[src/sv32ptw_pkg.sv]
`timescale 1ns / 1ps

package sv32ptw_pkg;

  localparam int VADDR_W     = 32;
  localparam int PADDR_W     = 32;
  localparam int PTE_W       = 32;
  localparam int VPN_W       = 10;
  localparam int OFFSET_W    = 12;
  localparam int PPN_W       = 22;
  localparam int ACCESS_W    = 2;
  localparam int KIND_W      = 2;
  localparam int FAULT_W     = 3;
  localparam int CFG_INDEX_W = 1;
  localparam int CFG_DATA_W  = PPN_W;

  // stream payload widths, rounded up to whole bytes
  localparam int S_TDATA_W = 72;
  localparam int M_TDATA_W = 72;

  // configuration register indexes
  localparam logic [CFG_INDEX_W-1:0] CFG_TRANSLATION_ENABLE = 1'b0;
  localparam logic [CFG_INDEX_W-1:0] CFG_ROOT_PPN           = 1'b1;

  // input selector carried in s_tuser
  localparam logic MODE_REQUEST  = 1'b0;
  localparam logic MODE_RESPONSE = 1'b1;

  // result kinds carried in m_tuser
  localparam logic [KIND_W-1:0] KIND_READ  = 2'd0;
  localparam logic [KIND_W-1:0] KIND_DONE  = 2'd1;
  localparam logic [KIND_W-1:0] KIND_FAULT = 2'd2;

  localparam logic [FAULT_W-1:0] FAULT_NONE       = 3'd0;
  localparam logic [FAULT_W-1:0] FAULT_L1_INVALID = 3'd1;
  localparam logic [FAULT_W-1:0] FAULT_SUPERPAGE  = 3'd2;
  localparam logic [FAULT_W-1:0] FAULT_L0_INVALID = 3'd3;
  localparam logic [FAULT_W-1:0] FAULT_PERMISSION = 3'd4;

  localparam logic [ACCESS_W-1:0] ACCESS_FETCH = 2'd0;
  localparam logic [ACCESS_W-1:0] ACCESS_LOAD  = 2'd1;

  // PTE flag bit positions
  localparam int PTE_V_BIT = 0;
  localparam int PTE_R_BIT = 1;
  localparam int PTE_W_BIT = 2;
  localparam int PTE_X_BIT = 3;

  typedef enum logic [1:0] {
    PHASE_IDLE = 2'd0,
    PHASE_L1   = 2'd1,
    PHASE_L0   = 2'd2
  } phase_t;

  typedef struct packed {
    logic                mode;
    logic [VADDR_W-1:0]  vaddr;
    logic [ACCESS_W-1:0] access_kind;
    logic [PTE_W-1:0]    read_data;
  } in_item_t;

  typedef struct packed {
    logic [KIND_W-1:0]  result_kind;
    logic [PADDR_W-1:0] mem_addr;
    logic [PADDR_W-1:0] paddr;
    logic [FAULT_W-1:0] fault_code;
  } res_item_t;

endpackage

[src/sv32_page_table_walker.sv]
`timescale 1ns / 1ps

// Channel   Dir   Handshake          Payload
// s_*       in    s_tvalid/s_tready  tuser: mode; tdata: vaddr, access_kind, read_data
// m_*       out   m_tvalid/m_tready  tuser: result_kind; tdata: mem_addr, paddr, fault_code
// cfg_*     in    cfg_we             cfg_index, cfg_data
//
// One item per cycle sustained while m_tready holds. An item waits in the input register,
// then its result (if any) lands in the output register.
// rst is synchronous; it empties both registers and returns the walk to idle.
// s_tready follows m_tready combinationally, so a stall on the result side
// holds the input side after one buffered item.

module sv32_page_table_walker
  import sv32ptw_pkg::*;
(
  input  logic                   clk,
  input  logic                   rst,
  input  logic                   s_tvalid,
  output logic                   s_tready,
  input  logic [S_TDATA_W-1:0]   s_tdata,   // vaddr[31:0], access_kind[33:32], read_data[65:34]
  input  logic                   s_tuser,   // mode
  output logic                   m_tvalid,
  input  logic                   m_tready,
  output logic [M_TDATA_W-1:0]   m_tdata,   // mem_addr[31:0], paddr[63:32], fault_code[66:64]
  output logic [KIND_W-1:0]      m_tuser,   // result_kind
  input  logic                   cfg_we,
  input  logic [CFG_INDEX_W-1:0] cfg_index,
  input  logic [CFG_DATA_W-1:0]  cfg_data
);

  logic             translation_enable;
  logic [PPN_W-1:0] root_ppn;

  logic      in_valid;
  in_item_t  in_item;
  logic      out_ready;
  logic      fire;
  logic      res_valid;
  res_item_t res;
  res_item_t held;

  always_ff @(posedge clk) begin
    if (rst) begin
      translation_enable <= 1'b0;
      root_ppn           <= '0;
    end else if (cfg_we) begin
      unique case (cfg_index)
        CFG_TRANSLATION_ENABLE: translation_enable <= cfg_data[0];
        CFG_ROOT_PPN:           root_ppn           <= cfg_data[PPN_W-1:0];
        default:                ;
      endcase
    end
  end

  assign fire     = in_valid && out_ready;
  assign s_tready = !in_valid || out_ready;

  always_ff @(posedge clk) begin
    if (rst) begin
      in_valid <= 1'b0;
    end else if (s_tvalid && s_tready) begin
      in_valid <= 1'b1;
    end else if (fire) begin
      in_valid <= 1'b0;
    end
  end

  always_ff @(posedge clk) begin
    if (s_tvalid && s_tready) begin
      in_item.mode        <= s_tuser;
      in_item.vaddr       <= s_tdata[31:0];
      in_item.access_kind <= s_tdata[33:32];
      in_item.read_data   <= s_tdata[65:34];
    end
  end

  sv32ptw_walk u_walk (
    .clk                (clk),
    .rst                (rst),
    .fire               (fire),
    .item               (in_item),
    .translation_enable (translation_enable),
    .root_ppn           (root_ppn),
    .res_valid          (res_valid),
    .res                (res)
  );

  sv32ptw_out_reg u_out_reg (
    .clk       (clk),
    .rst       (rst),
    .load      (in_valid),
    .res_valid (res_valid),
    .res       (res),
    .out_ready (out_ready),
    .m_tvalid  (m_tvalid),
    .m_tready  (m_tready),
    .held      (held)
  );

  assign m_tuser = held.result_kind;
  assign m_tdata = {{(M_TDATA_W-2*PADDR_W-FAULT_W){1'b0}},
                    held.fault_code, held.paddr, held.mem_addr};

endmodule

[src/sv32ptw_walk.sv]
`timescale 1ns / 1ps

module sv32ptw_walk
  import sv32ptw_pkg::*;
(
  input  logic             clk,
  input  logic             rst,
  input  logic             fire,
  input  in_item_t         item,
  input  logic             translation_enable,
  input  logic [PPN_W-1:0] root_ppn,
  output logic             res_valid,
  output res_item_t        res
);

  phase_t               phase, phase_next;
  logic [VPN_W-1:0]     pending_vpn0, pending_vpn0_next;
  logic [OFFSET_W-1:0]  pending_offset, pending_offset_next;
  logic [ACCESS_W-1:0]  pending_access, pending_access_next;

  logic [VPN_W-1:0]   vpn1;
  logic [PADDR_W-1:0] l1_addr;
  logic [PADDR_W-1:0] l0_addr;
  logic [PADDR_W-1:0] leaf_paddr;
  logic               perm_ok;

  assign vpn1 = item.vaddr[VADDR_W-1 -: VPN_W];
  // root_ppn << 12 wraps at 32 bits, so only its low 20 bits survive
  assign l1_addr = {root_ppn[PADDR_W-OFFSET_W-1:0], {OFFSET_W{1'b0}}}
                 + {{(PADDR_W-VPN_W-2){1'b0}}, vpn1, 2'b00};
  assign l0_addr = {item.read_data[PTE_W-3:10], {OFFSET_W{1'b0}}}
                 + {{(PADDR_W-VPN_W-2){1'b0}}, pending_vpn0, 2'b00};
  assign leaf_paddr = {item.read_data[PTE_W-3:10], pending_offset};

  always_comb begin
    priority if (pending_access == ACCESS_FETCH) begin
      perm_ok = item.read_data[PTE_X_BIT];
    end else if (pending_access == ACCESS_LOAD) begin
      perm_ok = item.read_data[PTE_R_BIT];
    end else begin
      perm_ok = item.read_data[PTE_W_BIT];  // store, and the unused fourth code
    end
  end

  always_comb begin
    phase_next          = phase;
    pending_vpn0_next   = pending_vpn0;
    pending_offset_next = pending_offset;
    pending_access_next = pending_access;
    res_valid           = 1'b0;
    res                 = '0;
    if (item.mode == MODE_REQUEST) begin
      // a request abandons any walk in progress
      res_valid = 1'b1;
      if (!translation_enable) begin
        phase_next      = PHASE_IDLE;
        res.result_kind = KIND_DONE;
        res.paddr       = item.vaddr;
      end else begin
        phase_next          = PHASE_L1;
        pending_vpn0_next   = item.vaddr[OFFSET_W +: VPN_W];
        pending_offset_next = item.vaddr[OFFSET_W-1:0];
        pending_access_next = item.access_kind;
        res.result_kind     = KIND_READ;
        res.mem_addr        = l1_addr;
      end
    end else begin
      unique case (phase)
        PHASE_L1: begin
          res_valid = 1'b1;
          if (!item.read_data[PTE_V_BIT]) begin
            phase_next      = PHASE_IDLE;
            res.result_kind = KIND_FAULT;
            res.fault_code  = FAULT_L1_INVALID;
          end else if (item.read_data[PTE_R_BIT] || item.read_data[PTE_W_BIT]
                       || item.read_data[PTE_X_BIT]) begin
            phase_next      = PHASE_IDLE;
            res.result_kind = KIND_FAULT;
            res.fault_code  = FAULT_SUPERPAGE;
          end else begin
            phase_next      = PHASE_L0;
            res.result_kind = KIND_READ;
            res.mem_addr    = l0_addr;
          end
        end
        PHASE_L0: begin
          res_valid  = 1'b1;
          phase_next = PHASE_IDLE;
          if (!item.read_data[PTE_V_BIT]) begin
            res.result_kind = KIND_FAULT;
            res.fault_code  = FAULT_L0_INVALID;
          end else if (!perm_ok) begin
            res.result_kind = KIND_FAULT;
            res.fault_code  = FAULT_PERMISSION;
          end else begin
            res.result_kind = KIND_DONE;
            res.paddr       = leaf_paddr;
          end
        end
        default: begin
          // response with no walk pending: dropped
          res_valid = 1'b0;
        end
      endcase
    end
  end

  always_ff @(posedge clk) begin
    if (rst) begin
      phase          <= PHASE_IDLE;
      pending_vpn0   <= '0;
      pending_offset <= '0;
      pending_access <= '0;
    end else if (fire) begin
      phase          <= phase_next;
      pending_vpn0   <= pending_vpn0_next;
      pending_offset <= pending_offset_next;
      pending_access <= pending_access_next;
    end
  end

endmodule

[src/sv32ptw_out_reg.sv]
`timescale 1ns / 1ps

module sv32ptw_out_reg
  import sv32ptw_pkg::*;
(
  input  logic      clk,
  input  logic      rst,
  input  logic      load,
  input  logic      res_valid,
  input  res_item_t res,
  output logic      out_ready,
  output logic      m_tvalid,
  input  logic      m_tready,
  output res_item_t held
);

  // free when empty or when the held result leaves this cycle
  assign out_ready = !m_tvalid || m_tready;

  always_ff @(posedge clk) begin
    if (rst) begin
      m_tvalid <= 1'b0;
    end else if (out_ready) begin
      m_tvalid <= load && res_valid;
    end
  end

  always_ff @(posedge clk) begin
    if (out_ready && load && res_valid) begin
      held <= res;
    end
  end

endmodule

[config.mk]
export PLATFORM = sky130hd
export DESIGN_NAME = sv32_page_table_walker
export DESIGN_NICKNAME = d
export VERILOG_FILES = /design/src/sv32ptw_pkg.sv /design/src/sv32_page_table_walker.sv /design/src/sv32ptw_walk.sv /design/src/sv32ptw_out_reg.sv
export SDC_FILE = /design/constraint.sdc
export NUM_CORES = 1
export LEC_CHECK = 0
export BUFFER_PORTS_ARGS = -buffer_cell sky130_fd_sc_hd__buf_2
export CAP_MARGIN = 15
export CELL_PAD_IN_SITES_DETAIL_PLACEMENT = 0
export CELL_PAD_IN_SITES_GLOBAL_PLACEMENT = 1
export CORE_ASPECT_RATIO = 0.8
export CORE_MARGIN = 1.5
export CORE_UTILIZATION = 45
export CTS_CLUSTER_DIAMETER = 120
export DETAILED_ROUTE_END_ITERATION = 6
export MAX_ROUTING_LAYER = met4
export PLACE_DENSITY_LB_ADDON = 0.1
export SYNTH_ARGS = -nofsm -noshare
export SYNTH_HDL_FRONTEND = slang
export SYNTH_SLANG_ARGS = --single-unit
[constraint.sdc]
create_clock -name clk -period 13.5 [get_ports clk]
set_clock_uncertainty 0.15 [all_clocks]
set_input_delay 0.675 -clock clk [delete_from_list [all_inputs] [get_ports clk]]
set_output_delay 0.675 -clock clk [all_outputs]
set_load 0.005 [all_outputs]
After elaboration in Yosys (flattened, before gate mapping)

Cells that the tools add are included.

Output and inout port bits: 76
ROM bits: 0
Logic and storage cells: 72
Input port bits: 101
RAM bits: 0
Memories kept: 0
Bits in registers: 183
Bits in latches: 0

Divide/modulo/power cells: 0
Muxes and demuxes: 31
Shift operators: 0
Add/subtract/negate cells: 2
Bitwise gates (word level): 2
Eq/ne operators: 4
Reductions and logical operators: 17
Magnitude comparators: 0
$mul: 0

Operators by type and width:

| kind                                                                  | number |
|---|---|
| 32-bit two-way mux                                                    | 8 |
| 66-bit two-way mux                                                    | 1 |
| 32-bit by 12-bit adder with 32-bit output                             | 2 |
| 2-bit two-way mux                                                     | 9 |
| 1-bit two-way mux                                                     | 8 |
| 2-bit one-hot mux with 2 select lines                                 | 2 |
| 3-bit two-way mux                                                     | 2 |
| 3-bit one-hot mux with 2 select lines                                 | 1 |
| 2-bit AND reduction                                                   | 3 |
| 2-bit by 1-bit equality test with 1-bit output, second input constant | 2 |
| 1-bit logical AND                                                     | 4 |
| 1-bit logical OR                                                      | 4 |
| 3-bit by 1-bit != test with 1-bit output, second input constant       | 1 |
| 3-bit AND reduction                                                   | 1 |
| 2-bit equality test, second input constant                            | 1 |
| 1-bit zero test                                                       | 2 |
| 2-bit zero test                                                       | 1 |
| 1-bit inverter                                                        | 2 |
| 2-bit nonzero test                                                    | 1 |
| 2-bit OR reduction                                                    | 1 |

Depth between registers and ports, before layout

Gate-level depths: netlist of the first run.

Depth after elaboration: 7
Depth in mapped cells: 6

Modules after synthesis

Synthesis of the first run repeated with hierarchy kept, for this count alone.

Cells, all modules: 495
Area total of the unflattened synthesis: 7200.7 um^2

Modules (own cells, without submodules):

| module                 | cells each | instances | area each (um^2) |
|---|---|---|---|
| sv32_page_table_walker | 184        | 1         | 3196.8 |
| sv32ptw_out_reg        | 74         | 1         | 2134.5 |
| sv32ptw_walk           | 237        | 1         | 1869.3 |

Worst setup path after synthesis of the first run

Ideal clock, no wire load.

Kind: input to register
Start: in m_tready
End: reg, netlist name u_out_reg.held[0]
Cell stages on the path: 5
Setup time: 0.514 ns
Buffers on the path: 2
Slack: 8.202 ns
Arrival: 4.634 ns
Cell sequence: nand2b_1 > clkbuf_1 > clkbuf_1 > nand2_1 > a21oi_1

Cells in the longest elaborated chain, start to end: 3

RTL lines:

| what                            | line                         | source |
|---|---|---|
| start: declaration              | sv32_page_table_walker.sv:24 | `input logic m_tready,` |
| 1-bit logical OR                | sv32ptw_out_reg.sv:18        | `assign out_ready = !m_tvalid \|\| m_tready;` |
| 1-bit logical AND (2 in series) | sv32ptw_out_reg.sv:29        | `if (out_ready && load && res_valid) begin` |

No other way between the ends.
A chain may end at the register's enable or synchronous reset.

Worst setup path after layout of the first run

Start: in m_tready
End: reg, netlist name u_out_reg.held[68]

Cells in the longest elaborated chain, start to end: 3

RTL lines:

| what                            | line |
|---|---|
| 1-bit logical OR                | sv32ptw_out_reg.sv:18 |
| 1-bit logical AND (2 in series) | sv32ptw_out_reg.sv:29 |

No other way between the ends.

==> flow_summary.yaml, run 1 <==
status:
  outcome: "complete, no violations"
power:
  pwr-share-comb_pct: 4.6
  p_switching_uw: 238.0
  p_int_uw: 928.9
  powerDensity_nw_per_um2: 143.5
  p_leak_uw: 0.003127
  ir_worst_vdd_mv: 0.08925
  seqPwrFrac_pct: 52.0
  netSwitchingFraction_pct: 20.40
  pwr-share-clk_pct: 43.4
logic_synthesis:
  synth_compound_area_share_pct: 17.72
  synth_most_common_cell: "edfxtp_1"
  synth_xor_xnor_area_share_pct: 0
  syn_avg_cell_area_um2: 14.18
  synth_top_family_by_area: "compound AO/OA/AOI/OAI gates"
  netlist_instances: 466
  synthMuxAreaShare_pct: 0.3030
  synth_area_leaders: "edfxtp_1 57%, dfxtp_1 15%, a22o_1 8.2%"
  synth-edff-count: 126
  seq_area_frac_synth_pct: 72.11
  synth.distinct_cells: 35
  synth_common_cells: "126 x edfxtp_1, 62 x a22o_1, 49 x dfxtp_1"
  ys_async_sr_fraction_pct: 0
  ys_seq_elements: 175
  yosysWarningCount: 0
  synth_area_um2: 6608
  yosysTopAreaCellShare_pct: 57.26
  synthFlopType: "edfxtp_1"
  synth-simple-area-share_pct: 4.696
  synth_top_area_cell: "edfxtp_1"
  synth_fa_ha_area_share_pct: 0.3787
routing:
  via_count: 4340
  first_iter_violations: 291
  ant_nets: 0
  drt-wirelength-per-cell_um: 19.27
  first_pass_iters: 4
  via_per_inst: 5.385
  drc: 0
  routed_wl_um: 15530
critical_path:
  rr_startpoint: "in_valid"
  cp_slowest_cell: "buf_4"
  rr_worst_depth: 3
  crit_path_start: "m_tready"
  worstSetupPathType: "in2reg"
  path_depth: 6
  r2r_setup_slack_ns: 10.83
  crit_arrival_ns: 2.59
  required_ns: 13.40
  worst_setup_path_start_kind: "primary input"
  crit_buf_inv: 3
  cp-end-kind: "register"
  slowest_delay_ns: 0.63
  crit_chain: "buf_2, nand2b_1, buf_4, nand2_1, a21oi_4, buf_4"
  crit_family: "buffers and inverters"
  worst_r2r_endpoint: "u_out_reg.held[68]"
  cp-endpoint: "u_out_reg.held[68]"
  path_common_cell: "buf_4"
  path_max_fanout: 47
sta:
  fmax_ghz: 0.3718
  hold_violations: 0
  relSlewSlack_pct: 24.31
  tns_ns: 0
  period_needed_ns: 2.690
  tightest_slew_ns: 1.135
  drv_slew: 0
  rsz0062_at_grt: "false"
  setup-violations-final: 0
  period_share_pct: 19.92
place:
  dpl_cell_area_um2: 7515
  numPortBuffers: 153
  hpwl_um: 9645
  place_inst: 774
  gp_congestion: 0.7620
clock_tree:
  hold_buffers: 0
  clk_pin_slew_ns: 0.06
  clockBufferDepth: 2
  cts_root_buffer: "clkbuf_16"
  cts_sinks: 175
  postCtsResizedCells: 0
  htreeDepth: 4
  cts_tree: "done"
  cts_buffers: 17
  insertion_delay_ns: 0.42
  cts_setup_buffers: 0
grt:
  grt_antenna_before_repair: 0
  grt_first_pass_wirelength_um: 23430
  grt_max_degree: 55
  grt_usage_pct: 20.97
  grt-ovfl-total: 0
  grt_pass1_vias: 4190
floorplan:
  fp.dieH_um: 111.4
  die-area_um2: 15420
  row_count: 39
  num_io_pins: 177
  core_um2: 14300
  die_x_um: 138.5
  start_util_pct: 46.22
cells_and_area:
  area_growth_pct: 23.10
  fin_nets: 712
  fin_util_pct: 56.89
  drive_gt1_share_pct: 35.21
  final_cells: 806
  design_area_um2: 8134
  antenna_cells: 0
worst_hold_path:
  hold_start: "s_tdata[29]"
  hold_path.class: "in2reg"
flow_run:
  maxCapViolCount: 0
registers in the layout, summed over array words and instances, names as in the netlist:
name	flops
in_valid	1
u_walk.pending_access	2
u_walk.phase	2
u_walk.pending_vpn0	10
u_out_reg.held	67
u_walk.pending_offset	12
in_item	59
root_ppn	20
translation_enable	1
u_out_reg.m_tvalid	1
cell type report:
class | instances | area (µm²)
fillers | 1206 | 6163
clock buffers | 23 | 488.0
repair buffers | 160 | 818.3
well taps | 184 | 230.2
multi-input cells | 224 | 1585
inverters | 31 | 116.4
clock inverters | 9 | 131.4
flip-flops and latches | 175 | 4765
cell families (layout without fill, tap and decap cells):
logic type               Yosys count  after routing
AO/OA/AOI/OAI                    143            143
multiplexers                       2              2
AND/OR/NAND/NOR                   70             70
flip-flops                       175            175
buffers and inverters             73            223
adder cells (fa/ha/maj)            2              2
other                              1              7
layer usage:
| metal | track usage, % | vias up | share of wire [%] |
|---|---|---|---|
| li1 | - | 2050 | - |
| met1 | 27.89 | 2133 | 46 |
| met2 | 32.01 | 148 | 47 |
| met3 | 5.677 | 9 | 5.5 |
| met4 | 5.684 | 0 | 0.73 |
| met5 | - | - | 0 |
worst min-delay path by stage:
stage / end / cells after the start
global placement: root_ppn[1] / 2
global route: in_item[38] / 1
detailed placement: root_ppn[5] / 2
CTS: in_item[28] / 1
floorplan: root_ppn[0] / 2
finish: in_item[63] / 1
power groups by stage:
stage	Clock [µW]	Sequential [µW]	Combinational [µW]
after floorplan	0	615	28.8
after global placement	0	618	53.2
after detailed placement	0	618	54.2
after CTS	516	607	54.3
after global routing	539	609	58.8
final	506	607	53.7
worst register-to-register path, cell delays in order (launching register included):
cell and delay [ns]:
dfxtp_1 0.67, nand2_1 0.21, a21oi_4 0.61, buf_4 0.64
cells in the final DEF, fill, tap and decap left out, drive strengths merged, types with 2 or more instances in the layout:
cell type and instances:
dfxtp 49, conb 7, a22o 62, ha 2, o31ai 2, buf 160, clkbuf 23, nor3 3
clkinv 6, bufinv 3, nand2 46, and2 2, nand2b 3, inv 31, a311oi 23, mux2i 2
nor2 4, nor2b 6, a21oi 25, edfxtp 126, a31o 23
per-stage QoR:
step                      worst slack [ns]  hold WS (ns)  total power (µW)
final                                10.81        0.2831              1167
after global routing                 10.62        0.2497              1206
after CTS                            10.79        0.2561              1177
after detailed placement             10.35        0.2970             672.6
after global placement               10.36        0.2931             671.0
after floorplan                      8.202        0.2866             644.2
No activity file was read; power rests on OpenSTA's default activity.
==> inputs of run 2 (changes only) <==
--- a/config.mk
+++ b/config.mk
@@ -11,7 +11,7 @@
 export CELL_PAD_IN_SITES_GLOBAL_PLACEMENT = 1
 export CORE_ASPECT_RATIO = 0.8
 export CORE_MARGIN = 1.5
-export CORE_UTILIZATION = 45
+export CORE_UTILIZATION = 42
 export CTS_CLUSTER_DIAMETER = 120
 export DETAILED_ROUTE_END_ITERATION = 6
 export MAX_ROUTING_LAYER = met4
==> constraint.sdc (replaced) <==
create_clock -name clk -period 2.6 [get_ports clk]
set_clock_uncertainty 0.15 [all_clocks]
set_input_delay 0.13 -clock clk [delete_from_list [all_inputs] [get_ports clk]]
set_output_delay 0.13 -clock clk [all_outputs]
set_load 0.005 [all_outputs]
==> flow_summary.yaml, run 2 (same netlist as run 1, synthesis figures left out) <==
place:
  numPortBuffers: 153
  gp_congestion: 0.7746
  hpwl_um: 10360
  place_inst: 806
clock_tree:
  cts_tree: "done"
  cts_sinks: 175
  htreeDepth: 4
  clockBufferDepth: 2
  cts_root_buffer: "clkbuf_16"
  clk_pin_slew_ns: 0.07
  cts_setup_buffers: 0
  cts_buffers: 17
  insertion_delay_ns: 0.42
routing:
  ant_nets: 0
  routed_wl_um: 16850
  drc: 0
  drt-wirelength-per-cell_um: 18.30
  first_iter_violations: 391
  via_per_inst: 5.122
  via_count: 4717
  first_pass_iters: 5
power:
  ir_worst_vdd_mv: 0.4580
  p_leak_uw: 0.003508
  powerDensity_nw_per_um2: 683.3
critical_path:
  worst_setup_path_start_kind: "register"
  required_ns: 2.77
  slowest_delay_ns: 0.58
  crit_arrival_ns: 2.19
  cp-end-kind: "register"
  worstSetupPathType: "reg2reg"
  path_max_fanout: 54
  crit_chain: "nor2b_4, buf_4, a311oi_1, a31o_2"
  cp_slowest_cell: "edfxtp_1"
grt:
  grt_pass1_vias: 4634
  grt-ovfl-total: 0
  grt_max_degree: 55
  grt_first_pass_wirelength_um: 25280
  grt_antenna_before_repair: 0
  grt_usage_pct: 21.47
floorplan:
  fp.dieH_um: 115.2
  start_util_pct: 43.43
  core_um2: 15210
  die-area_um2: 16500
  num_io_pins: 177
  die_x_um: 143.2
  row_count: 40
cells_and_area:
  n_fill_cell: 1267
  drive_gt1_share_pct: 31.93
  final_cell_mix: "153 x buf_2, 126 x edfxtp_1, 83 x dlygate4sd3_1"
  largest_register_ffs: 67
  fin_util_pct: 59.69
  area_growth_pct: 37.44
  final_cells: 921
  fin_nets: 801
  largest-register: "u_out_reg.held"
  antenna_cells: 0
  largest_registers: "u_out_reg.held x67, in_item x59, root_ppn x20"
  layout_commonest_cell: "buf_2"
sta:
  period_needed_ns: 2.025
  period_share_pct: 77.89
  timing.hold.ws_ns: 0.06855
  rsz0062_at_grt: "false"
  fmax_ghz: 0.4938
  drv_slew: 0
  hold_violations: 0
  setup-violations-final: 0
  relSlewSlack_pct: 39.08
  tightest_slew_ns: 0.9128
  tns_ns: 0
flow_run:
  maxCapViolCount: 0
status:
  outcome: "complete, no violations"
worst_hold_path:
  hold_path.class: "in2reg"
run 2: changes by cell type in the layout (fill, tap and decap cells not counted), sizes merged:
cell	previous run	this run
clkinvlp	0	2
inv	31	35
buf	160	166
clkinv	6	5
clkbuf	23	18
dlygate4sd3	0	83
run 2: report_power, final:
group | switching, µW | leakage [µW] | internal [µW]
logic | 193 | 0.00156 | 203
clock network | 1110 | 0.000298 | 1560
registers | 54.3 | 0.00165 | 3090
run 2: area by class of cell:
type,count,area (µm²),share of cell area [%]
Sequential cell,175,4765,52.47
Timing Repair Buffer,249,1732,19.07
Multi-Input combinational cell,224,1587,17.47
Clock buffer,18,439.2,4.836
Tap cell,210,262.8,2.893
Clock inverter,14,180.2,1.984
Inverter,31,116.4,1.281
run 2: layer usage:
metal | share of wire, % | GRT usage (%)
met1 | 47 | 29.75
met2 | 46 | 32.21
met3 | 5.8 | 4.165
met4 | 0.91 | 6.395
met5 | 0 | -
run 2: repair_timing:
action / CTS / global route
resized for setup: 0 / 0
hold endpoints to repair: 82 / 0
hold buffers: 83 / 0
run 2: stage by stage:
step | instance area (µm²) | power (µW) | setup WS [ns]
6_report | 9081 | 6206 | 0.5750
3_3_place_gp | 7631 | 3501 | 0.6263
2_1_floorplan | 6649 | 3343 | 0.006764
5_1_grt | 9081 | 6413 | 0.4376
3_5_place_dp | 7631 | 3507 | 0.6012
4_1_cts | 9081 | 6239 | 0.5722
run 2: critical path: cells and delay by family, from the launching register on:
kind	cells	cell delay, ns
compound gates	2	0.45
simple gates	1	0.17
buf+inv	1	0.54
flops	1	0.58
run 2: final timing paths:
path | startpoint | end | slack, ns | cells past startpoint
max | in_item[66] | u_walk.pending_offset[5] | 0.57 | 4
min reg2reg | root_ppn[1] | root_ppn[1] | 0.31 | 2
min | cfg_we | translation_enable | 0.07 | 4
max reg2reg | in_item[66] | u_walk.pending_offset[5] | 0.57 | 4
==> inputs of run 3 (changes only) <==
==> constraint.sdc (replaced) <==
create_clock -name clk -period 2 [get_ports clk]
set_clock_uncertainty 0.15 [all_clocks]
set_input_delay 0.1 -clock clk [delete_from_list [all_inputs] [get_ports clk]]
set_output_delay 0.1 -clock clk [all_outputs]
set_load 0.005 [all_outputs]
==> flow_summary.yaml, run 3 (same netlist as run 1, synthesis figures left out) <==
power:
  p_leak_uw: 0.003537
  netSwitchingFraction_pct: 22.03
  powerDensity_nw_per_um2: 879.1
  pwr-share-clk_pct: 42.7
  pwr-share-comb_pct: 6.5
  ir_worst_vdd_mv: 0.8382
  seqPwrFrac_pct: 50.8
  p_switching_uw: 1774
  p_int_uw: 6279
routing:
  first_pass_iters: 5
  routed_wl_um: 16980
  ant_nets: 0
  drt-wirelength-per-cell_um: 18.30
  via_per_inst: 5.193
  via_count: 4819
  first_iter_violations: 341
  drc: 0
floorplan:
  die_x_um: 143.2
  fp.dieH_um: 115.2
  die-area_um2: 16500
  core_um2: 15210
  row_count: 40
  num_io_pins: 177
  start_util_pct: 43.43
grt:
  grt_antenna_before_repair: 0
  gr-usage-met1_pct: 28.13
  grt_first_pass_wirelength_um: 25280
  grt-ovfl-total: 0
  grt_max_degree: 60
  grt.busiest_layer: "met2"
  groute.layer.met3.usage_pct: 4.915
  grt_usage_pct: 21.70
  grt_pass1_vias: 4717
  globalRouteMet2Util_pct: 34.17
clock_tree:
  cts_buffers: 17
  htreeDepth: 4
  postCtsResizedCells: 0
  cts_sinks: 175
  clk_pin_slew_ns: 0.07
  insertion_delay_ns: 0.43
  clockBufferDepth: 2
  cts_tree: "done"
  cts_root_buffer: "clkbuf_16"
critical_path:
  worst_setup_path_start_kind: "register"
  r2r_setup_slack_ns: 0.15
  rr_startpoint: "in_item[66]"
  required_ns: 2.14
  worst_r2r_endpoint: "u_out_reg.held[29]"
  worstSetupPathType: "reg2reg"
  path_max_fanout: 33
  cp-end-kind: "register"
  rr_worst_depth: 2
  crit_arrival_ns: 1.99
sta:
  drv_slew: 0
  setup-violations-final: 0
  period_share_pct: 92.63
  relSlewSlack_pct: 33.36
  rsz0062_at_grt: "false"
  hold_violations: 0
  period_needed_ns: 1.853
  tightest_slew_ns: 0.9972
  fmax_ghz: 0.5398
  tns_ns: 0
place:
  numPortBuffers: 153
  gp_congestion: 0.7840
  place_inst: 812
  hpwl_um: 10510
cells_and_area:
  layout_commonest_cell: "buf_2"
  final_cells: 928
  fin_nets: 808
  multiInputGateArea_um2: 1607
  n_fill_cell: 1274
  area_growth_pct: 38.65
  final_cell_mix: "153 x buf_2, 126 x edfxtp_1, 84 x dlygate4sd3_1"
  largest_registers: "u_out_reg.held x67, in_item x59, root_ppn x20"
  drive_gt1_share_pct: 32.87
  seqCellArea_um2: 4766
  largest_register_ffs: 67
  largest-register: "u_out_reg.held"
  antenna_cells: 0
status:
  outcome: "complete, no violations"
worst_hold_path:
  hold_path.class: "in2reg"
  min_path_cells: 4
  min_to: "translation_enable"
  hold_start: "cfg_we"
flow_run:
  maxCapViolCount: 0
run 3: cell count changes in the layout (fill, tap and decap cells not counted), sizes merged:
cell and change:
clkbuf -1, dlygate4sd3 +1, clkinv -2, buf +6, clkinvlp +2, inv +1
run 3: final cells by class:
class,instances,share of cell area (%)
sequential,175,52.02
tap,210,2.868
clock buffer,17,4.644
multi-input combinational,224,17.54
inverter,31,1.270
clock inverter,15,2.021
timing repair buffer,256,19.64
run 3: how the worst max path moves through the flow:
stage | start | to | slack, ns | cells after the start
after CTS | in_item[66] | u_out_reg.held[34] | 0.13 | 2
after global placement | in_item[66] | u_out_reg.held[9] | 0.19 | 2
after floorplan | u_out_reg.m_tvalid | u_out_reg.held[0] | -0.40 | 5
after global routing | in_item[66] | u_out_reg.held[8] | 0.02 | 2
final | in_item[66] | u_out_reg.held[29] | 0.15 | 2
after detailed placement | in_item[66] | u_out_reg.held[34] | 0.14 | 2
run 3: timing repair:
action	4_1_cts	5_1_grt
hold endpoints to repair	83	0
hold buffers	84	0
buffers inserted	0	0
run 3: power by group through the flow:
stage                     registers (µW)  clock network [µW]  logic, µW
after floorplan                     4150                   0        202
after global placement              4170                   0        385
after detailed placement            4170                   0        395
after CTS                           4090                3490        522
after global routing                4110                3640        565
final                               4090                3440        521
run 3: layer usage:
| layer | vias to the layer above | share of wire [%] |
|---|---|---|
| li1 | 2251 | - |
| met1 | 2361 | 45 |
| met2 | 193 | 47 |
| met3 | 14 | 6.7 |
| met4 | 0 | 1.2 |
| met5 | - | 0 |
run 3: metrics by stage:
step / utilization [%] / total power, µW / cell area (µm²) / hold WS, ns / worst slack (ns)
2_1_floorplan: - / 4350 / 6693 / 0.04887 / -0.3957
3_3_place_gp: 50.67 / 4554 / 7710 / 0.1263 / 0.1895
3_5_place_dp: 50.67 / 4567 / 7710 / 0.1281 / 0.1433
4_1_cts: 60.21 / 8106 / 9161 / 0.01929 / 0.1261
5_1_grt: 60.21 / 8313 / 9161 / 0.03787 / 0.02087
6_report: 60.21 / 8053 / 9161 / 0.02277 / 0.1473
run 3: critical path, stage by stage (launching register included):
cell and delay (ns):
edfxtp_1 0.49, nor2_4 0.79, a22o_1 0.27
